$ cat config.mk
export PLATFORM = sky130hd
export DESIGN_NAME = deque_with_search_and_order_scan
export DESIGN_NICKNAME = d
export VERILOG_FILES = /design/src/hdl/dqsos_pkg.sv /design/src/hdl/deque_with_search_and_order_scan.sv /design/src/hdl/dqsos_cell.sv
export VERILOG_INCLUDE_DIRS = /design/src /design/src/hdl
export SDC_FILE = /design/constraint.sdc
export NUM_CORES = 2
export LEC_CHECK = 0
export ABC_CLOCK_PERIOD_IN_PS = 7300
export BUFFER_PORTS_ARGS = -buffer_cell sky130_fd_sc_hd__buf_2
export CAP_MARGIN = 25
export CORE_MARGIN = 2
export CORE_UTILIZATION = 60
export CTS_CLUSTER_DIAMETER = 100
export DETAILED_ROUTE_END_ITERATION = 16
export PLACE_DENSITY_LB_ADDON = 0.2
export SETUP_SLACK_MARGIN = 0.3
export SKIP_CTS_REPAIR_TIMING = 1
export SLEW_MARGIN = 5
export SYNTH_ARGS = -nofsm -noshare
export SYNTH_HDL_FRONTEND = slang
export SYNTH_SLANG_ARGS = --single-unit
$ cat constraint.sdc
create_clock -name clock -period 7.3 [get_ports clock]
set_clock_uncertainty 0.2 [all_clocks]
set_input_delay 0.365 -clock clock [delete_from_list [all_inputs] [get_ports clock]]
set_output_delay 0.365 -clock clock [all_outputs]
set_load 0.1 [all_outputs]
$ cat src/hdl/deque_with_search_and_order_scan_macros.svh
// assertion macros for the deque with search and order scan
// expects signals named clock and reset in the module that uses them
`ifndef DEQUE_WITH_SEARCH_AND_ORDER_SCAN_MACROS_SVH
`define DEQUE_WITH_SEARCH_AND_ORDER_SCAN_MACROS_SVH

// same-cycle implication
`define DQSOS_ASSERT_IMPL(label, ante, cons) \
   label: assert property (@(posedge clock) disable iff (reset) (ante) |-> (cons)) \
      else $error("deque check failed");

// next-cycle implication
`define DQSOS_ASSERT_NEXT(label, ante, cons) \
   label: assert property (@(posedge clock) disable iff (reset) (ante) |=> (cons)) \
      else $error("deque check failed");

`endif

$ cat src/hdl/dqsos_pkg.sv
// shared types and constants for the deque with search and order scan
// no dependencies
`default_nettype none

package dqsos_pkg;

   localparam int DEPTH_DEF = 32;
   localparam int DATA_W    = 32;
   localparam int COUNT_W   = 6;
   localparam int OPCODE_W  = 3;
   localparam int STATUS_W  = 2;

   typedef enum logic [OPCODE_W-1:0] {
      OP_PUSH_FRONT = 3'd0,
      OP_PUSH_BACK  = 3'd1,
      OP_POP_FRONT  = 3'd2,
      OP_POP_BACK   = 3'd3,
      OP_SEARCH     = 3'd4,
      OP_SCAN       = 3'd5
   } opcode_type;

   typedef enum logic [STATUS_W-1:0] {
      ST_DONE  = 2'd0,
      ST_EMPTY = 2'd1,
      ST_FULL  = 2'd2
   } status_type;

   typedef struct packed {
      opcode_type               opcode;
      logic signed [DATA_W-1:0] value;
   } req_type;

   typedef struct packed {
      status_type               status;
      logic                     found;
      logic signed [DATA_W-1:0] element;
      logic                     element_valid;
      logic [COUNT_W-1:0]       count;
      logic                     last;
   } rsp_type;

   typedef struct packed {
      logic take_left;
      logic take_right;
      logic load;
   } cell_ctrl_type;

endpackage

`default_nettype wire

$ cat src/hdl/deque_with_search_and_order_scan.sv
// Bounded deque of signed 32-bit values held in a row of DEPTH cells, front element in cell 0.
// Push and pop items finish in the cycle they are accepted and give one result. Search and
// order scan rotate the whole row once around, one cell per cycle unless the result side stalls,
// and then give a final result; the scan gives one result per reported element and marks the
// final one with last. A new item is taken only when the previous one is finished and the
// output register is free or being emptied.
// Depends on dqsos_pkg, dqsos_cell and deque_with_search_and_order_scan_macros.svh.
`default_nettype none

module deque_with_search_and_order_scan #(
   parameter int DEPTH = dqsos_pkg::DEPTH_DEF
) (
   input  wire                clock,
   input  wire                reset,
   input  wire                req_valid,
   output logic               req_ready,
   input  wire dqsos_pkg::req_type req_data,
   output logic               rsp_valid,
   input  wire                rsp_ready,
   output dqsos_pkg::rsp_type rsp_data
);
   import dqsos_pkg::*;
   `include "deque_with_search_and_order_scan_macros.svh"

   localparam int CNT_W = $clog2(DEPTH + 1);

   typedef enum logic [2:0] {
      S_IDLE = 3'b001,
      S_WALK = 3'b010,
      S_FIN  = 3'b100
   } state_type;

   state_type                state_ff, state_in;
   logic [CNT_W-1:0]         count_ff, count_in;
   logic [CNT_W-1:0]         step_ff, step_in;
   opcode_type               op_ff, op_in;
   logic signed [DATA_W-1:0] key_ff, key_in;
   logic signed [DATA_W-1:0] pend_ff, pend_in;
   logic                     pend_v_ff, pend_v_in;
   logic                     found_ff, found_in;
   logic                     rsp_valid_ff, rsp_valid_in;
   rsp_type                  rsp_ff, rsp_in;

   logic signed [DATA_W-1:0] cell_q [DEPTH];
   cell_ctrl_type            cell_ctrl [DEPTH];
   logic                     shift_l, shift_r;
   logic [DEPTH-1:0]         load_vec;

   logic                     out_free, accept, emit, adv, in_range, qual, hit;
   rsp_type                  emit_rsp;
   logic signed [DATA_W-1:0] cur, nxt, prv;

   // cell row
   genvar gi;
   generate
      for (gi = 0; gi < DEPTH; gi++) begin : g_cell
         logic signed [DATA_W-1:0] left_d;
         if (gi == 0) begin : g_first
            assign left_d = req_data.value;
         end else begin : g_rest
            assign left_d = cell_q[gi-1];
         end
         assign cell_ctrl[gi] = '{take_left: shift_l, take_right: shift_r, load: load_vec[gi]};
         dqsos_cell u_cell (
            .clock      (clock),
            .ctrl       (cell_ctrl[gi]),
            .from_left  (left_d),
            .from_right (cell_q[(gi + 1) % DEPTH]),
            .load_value (req_data.value),
            .q          (cell_q[gi])
         );
      end
   endgenerate

   assign cur = cell_q[0];
   assign nxt = cell_q[1];
   assign prv = cell_q[DEPTH-1];

   assign out_free  = !rsp_valid_ff || rsp_ready;
   assign req_ready = (state_ff == S_IDLE) && out_free;
   assign accept    = req_valid && req_ready;

   // neighbor tests at the row head
   assign in_range = step_ff < count_ff;
   assign qual     = in_range
                   && ((step_ff == '0) || (prv <= cur))
                   && (((step_ff + CNT_W'(1)) >= count_ff) || (cur <= nxt));
   assign hit      = in_range && (cur == key_ff);

   always_comb begin
      state_in  = state_ff;
      count_in  = count_ff;
      step_in   = step_ff;
      op_in     = op_ff;
      key_in    = key_ff;
      pend_in   = pend_ff;
      pend_v_in = pend_v_ff;
      found_in  = found_ff;
      shift_l   = 1'b0;
      shift_r   = 1'b0;
      load_vec  = '0;
      emit      = 1'b0;
      adv       = 1'b0;
      emit_rsp  = '0;

      case (state_ff)
         S_IDLE: begin
            if (accept) begin
               emit = 1'b1;
               emit_rsp.status = ST_DONE;
               case (req_data.opcode)
                  OP_PUSH_FRONT: begin
                     if (count_ff == CNT_W'(DEPTH)) begin
                        emit_rsp.status = ST_FULL;
                     end else begin
                        shift_l  = 1'b1;
                        count_in = count_ff + CNT_W'(1);
                     end
                  end
                  OP_PUSH_BACK: begin
                     if (count_ff == CNT_W'(DEPTH)) begin
                        emit_rsp.status = ST_FULL;
                     end else begin
                        for (int i = 0; i < DEPTH; i++) begin
                           load_vec[i] = (count_ff == CNT_W'(i));
                        end
                        count_in = count_ff + CNT_W'(1);
                     end
                  end
                  OP_POP_FRONT: begin
                     if (count_ff == '0) begin
                        emit_rsp.status = ST_EMPTY;
                     end else begin
                        shift_r  = 1'b1;
                        count_in = count_ff - CNT_W'(1);
                     end
                  end
                  OP_POP_BACK: begin
                     if (count_ff == '0) begin
                        emit_rsp.status = ST_EMPTY;
                     end else begin
                        count_in = count_ff - CNT_W'(1);
                     end
                  end
                  OP_SEARCH, OP_SCAN: begin
                     emit      = 1'b0;
                     state_in  = S_WALK;
                     step_in   = '0;
                     op_in     = req_data.opcode;
                     key_in    = req_data.value;
                     pend_v_in = 1'b0;
                     found_in  = 1'b0;
                  end
                  default: begin
                     emit_rsp.status = ST_DONE;
                  end
               endcase
               emit_rsp.count = COUNT_W'(count_in);
               emit_rsp.last  = 1'b1;
            end
         end
         S_WALK: begin
            // a newly qualifying element pushes out the one held back
            if ((op_ff == OP_SCAN) && qual && pend_v_ff) begin
               adv  = out_free;
               emit = out_free;
            end else begin
               adv = 1'b1;
            end
            emit_rsp.status        = ST_DONE;
            emit_rsp.element       = pend_ff;
            emit_rsp.element_valid = 1'b1;
            emit_rsp.count         = COUNT_W'(count_ff);
            emit_rsp.last          = 1'b0;
            if (adv) begin
               shift_r = 1'b1;
               step_in = step_ff + CNT_W'(1);
               if (qual) begin
                  pend_in   = cur;
                  pend_v_in = 1'b1;
               end
               if (hit) begin
                  found_in = 1'b1;
               end
               if (step_ff == CNT_W'(DEPTH - 1)) begin
                  state_in = S_FIN;
               end
            end
         end
         S_FIN: begin
            emit_rsp.status = ST_DONE;
            emit_rsp.count  = COUNT_W'(count_ff);
            emit_rsp.last   = 1'b1;
            if (op_ff == OP_SCAN) begin
               emit_rsp.element       = pend_v_ff ? pend_ff : '0;
               emit_rsp.element_valid = pend_v_ff;
            end else begin
               emit_rsp.found = found_ff;
            end
            if (out_free) begin
               emit     = 1'b1;
               state_in = S_IDLE;
            end
         end
         default: begin
            state_in = S_IDLE;
         end
      endcase

      rsp_valid_in = rsp_valid_ff && !rsp_ready;
      rsp_in       = rsp_ff;
      if (emit) begin
         rsp_valid_in = 1'b1;
         rsp_in       = emit_rsp;
      end
   end

   always_ff @(posedge clock) begin
      if (reset) begin
         state_ff     <= S_IDLE;
         count_ff     <= '0;
         rsp_valid_ff <= 1'b0;
      end else begin
         state_ff     <= state_in;
         count_ff     <= count_in;
         rsp_valid_ff <= rsp_valid_in;
      end
   end

   always_ff @(posedge clock) begin
      step_ff   <= step_in;
      op_ff     <= op_in;
      key_ff    <= key_in;
      pend_ff   <= pend_in;
      pend_v_ff <= pend_v_in;
      found_ff  <= found_in;
      rsp_ff    <= rsp_in;
   end

   assign rsp_valid = rsp_valid_ff;
   assign rsp_data  = rsp_ff;

   `DQSOS_ASSERT_IMPL(a_count_bound, 1'b1, count_ff <= CNT_W'(DEPTH))
   `DQSOS_ASSERT_IMPL(a_busy_no_accept, state_ff != S_IDLE, !req_ready)
   `DQSOS_ASSERT_IMPL(a_walk_step, state_ff == S_WALK, step_ff < CNT_W'(DEPTH))
   `DQSOS_ASSERT_NEXT(a_fin_to_idle, (state_ff == S_FIN) && out_free, state_ff == S_IDLE)
   `DQSOS_ASSERT_IMPL(a_walk_count_stable, state_ff != S_IDLE, count_in == count_ff)

endmodule

`default_nettype wire

$ cat src/hdl/dqsos_cell.sv
// one storage cell of the deque chain, holds one element
// depends on dqsos_pkg
`default_nettype none

module dqsos_cell (
   input  wire                              clock,
   input  wire dqsos_pkg::cell_ctrl_type    ctrl,
   input  wire signed [dqsos_pkg::DATA_W-1:0] from_left,
   input  wire signed [dqsos_pkg::DATA_W-1:0] from_right,
   input  wire signed [dqsos_pkg::DATA_W-1:0] load_value,
   output logic signed [dqsos_pkg::DATA_W-1:0] q
);
   import dqsos_pkg::*;

   logic signed [DATA_W-1:0] data_ff;
   logic signed [DATA_W-1:0] data_in;

   always_comb begin
      data_in = data_ff;
      if (ctrl.take_left) begin
         data_in = from_left;
      end else if (ctrl.take_right) begin
         data_in = from_right;
      end else if (ctrl.load) begin
         data_in = load_value;
      end
   end

   always_ff @(posedge clock) begin
      data_ff <= data_in;
   end

   assign q = data_ff;

endmodule

`default_nettype wire
==> results list <==
- Count of standard-cell rows: 106
* Cells along the critical path: inv_1, ha_1, a21oi_1, o21ai_0, a221o_1, o31a_1, a211oi_2, mux2_2, and2_2, a22oi_4, buf_12, buf_12, buf_4, a221o_1
- Hold is met by 38.5 ps.
* Die area: 86400 um^2
- Summed over all nets, wire length on met3 after detailed routing comes to 16500 um.
- The routed layout has 33100 vias.
* Crit. End Element: flip-flop
- The final hold violation count came to 0.
* Finished Core Util: 68.0%
* Synth cell types: 57
- Min Clock Period, post-route: 5310 ps
- Max-cap violations in this run came to 0.
- The via count of the first global-routing pass was 30300.
- Number of cells produced by synthesis: 3081
- After detailed routing, the wire length on met1 is 54700 um.
* Chip Width: 294 um
- Synthesis inferred 1152 register bits.
* Drc violations: 0
- The H-tree was split into 3 levels.
- Crit path launch type: flip-flop
- Clock tree synthesis inserted a total of 114 buffers.
- Max-slew headroom at the worst pin: 18.2%
- For this run, the slowest stage of the critical path takes 650 ps.
- Result of the run: finished, final reports clean
- Across every metal layer, demand over resource in global routing totals 31.3%.
* Count of placed standard cells including taps: 3990
- Area share of the largest cell type after synthesis: 68.0%
- Yosys printed 0 warnings.
- Detailed routing placed a total of 62400 um of wire on met2.
- Synthesized cell area: 50500 um^2
- In this run the count of I/O pins placed on the die edge is 84.
- The initial antenna violation count came to 9.
- After layout, the design draws a total of 15.0 mW.
- edfxtp_1 takes more of the synthesized area than any other cell.
- Max layer used: met5
* Cell types occupying the most area after synthesis: edfxtp_1 (68%), a221o_1 (20%), ha_1 (2.1%)
- The tree built by TritonCTS fans out to 1152 sinks.
- Seq/Total Area, Yosys: 68.4%
- Number of enable flip-flop cells after synthesis: 1142
- Iteration count of the initial detailed-routing pass: 7
* Maximum number of pins on one net before global-route repair: 253
* Starting utilization of the core area: 60.5%
- Using the TritonRoute via totals, the vias-per-cell ratio works out to 7.74.
* Post-detail-place hpwl: 80800 um
* PnR worst setup slack: 1990 ps
- Area grow syn2layout: 12.4%
- Root cell of the clock tree: clkbuf_16
* DP Worst Slack: 2030 ps
- Final sum of negative setup slack: 0 ps
- FMAX: 188 MHz
- CTS tree: yes
* I/O Buffers: 83
* CP Buf/Inv Count: 4
* Static leakage power: 19.2 nW
- In this design, the largest share of critical-path delay is due to compound AO/OA/AOI/OAI gates.
* Power per cell area: 265 nW/um^2
- Once layout is done, the placed cells without fillers occupy 56700 um^2.
- Final setup vio count: 0
- Syn avg cell area: 16.4 um^2
- The total overflow left after global routing is 0.
* Post-synthesis net count: 3203
- Layout cell share with drive strength beyond 1: 15.0%
* Highest-delay cell along the critical path: edfxtp_1
- Cell with the most instances after synthesis: edfxtp_1
- After detailed placement, the total cell area comes to 52200 um^2.
- Number of routed nets with antenna violations: 0
- Number of slew-limit violations in the final report: 0
* Post-layout nets: 3209
* Slew at the pin closest to its max-slew limit: 1230 ps
- Unrepaired setup endpoints after global routing: false
* Detailed-route wire length: 138000 um
- The detailed router finished its first iteration with 5972 violations.
* Post-route non-filler standard cell count: 4275
- The worst hold path belongs to the class in2reg.
- Drt wl/cell: 32.4 um
- Peak fanout along the critical path: 50
- At the end of routability-driven placement, the weighted congestion stood at 0.880.
* Max Buffers Root-to-Sink: 3
* Commonest cells post-synth: edfxtp_1 (1142), a221o_1 (997), buf_2 (164)
- Clock-pin slew was measured on the worst setup and hold paths at 60 ps.
- Critical path class: reg2reg
- Worst path arrival time: 5640 ps
- Proportion of register bits with asynchronous set or reset after synthesis: 0%
- The first global-routing pass estimated 202000 um of wire.
- Most common flop cell mapped by yosys: edfxtp_1
- Core area: 83400 um^2
- VDD IR max: 205 uV
- Measured along the y axis, the die boundary spans 294 um.
- Tcrit/Tclk final: 72.8%
* Clock latency of the later-clocked register in the worst-skew pair: 690 ps
- At the worst endpoint, the required time is 7620 ps.
==> worst register-to-register path: stages (launching register included) <==
cell	delay [ps]
edfxtp_1	650
inv_1	90
ha_1	320
a21oi_1	160
o21ai_0	140
a221o_1	430
o31a_1	410
a211oi_2	260
mux2_2	430
and2_2	240
a22oi_4	460
buf_12	290
buf_12	280
buf_4	550
a221o_1	280
==> placed cells by master, fill, tap and decap left out, types with 35 or more instances in the layout <==
cell type / instances
edfxtp_1: 1142
a221o_1: 997
clkbuf_16: 115
ha_1: 83
buf_2: 83
inv_1: 76
buf_4: 61
nand2_1: 58
a21oi_1: 40
and2_1: 38
dlygate4sd3_1: 37
xnor2_1: 35
==> logic make-up after synthesis <==
kind of cell / Yosys count / synth area share [%]
mux: 34 / 0.756
flops: 1152 / 68.4
xor+xnor: 38 / 0.660
fa+ha+maj: 83 / 2.06
compound gates: 1123 / 21.4
buf+inv: 421 / 3.96
simple gates: 230 / 2.81
==> routing by layer <==
layer  vias up  global-route usage [%]
met5         -                       0
met4         4                    11.4
met3       277                    6.50
met2      2415                    45.9
met1     16800                    46.7
li1      13600                       -
==> cell type report <==
type                            count  area [um^2]
Antenna cell                        9         22.5
Clock buffer                      132         2940
Clock inverter                     83          753
Fill cell                        5372        26700
Inverter                           76          285
Multi-Input combinational cell   1508        14600
Sequential cell                  1152        34500
Tap cell                         1080         1350
Timing Repair Buffer              235         2280
==> power by group <==
| part | total, mW | switching (mW) | internal (mW) | leakage [nW] |
|---|---|---|---|---|
| registers | 7.79 | 0.168 | 7.62 | 10.5 |
| logic | 1.38 | 0.854 | 0.529 | 6.90 |
| clock network | 5.87 | 2.56 | 3.31 | 1.81 |
==> sequential cells by signal (all words and copies together), names as in the netlist <==
| name | cells |
|---|---|
| rsp_data | 43 |
| count_ff | 6 |
| g_cell.u_cell.q | 1024 |
| state_ff | 3 |
| rsp_valid | 1 |
| pend_v_ff | 1 |
| op_ff | 3 |
| key_ff | 32 |
| pend_ff | 32 |
| found_ff | 1 |
| step_ff | 6 |
==> final timing paths <==
check	startpoint	to	slack, ps	cells past startpoint
min	rsp_ready	state_ff[0]$_SDFFE_PP1P_	40	4
max	g_cell[0].u_cell.q[7]$_DFFE_PP_	g_cell[7].u_cell.q[31]$_DFFE_PP_	1990	14
min reg2reg	pend_ff[25]$_DFFE_PP_	rsp_data[33]$_DFFE_PP_	320	1
max reg2reg	g_cell[0].u_cell.q[7]$_DFFE_PP_	g_cell[7].u_cell.q[31]$_DFFE_PP_	1990	14
No activity file was read; power rests on OpenSTA's default activity.
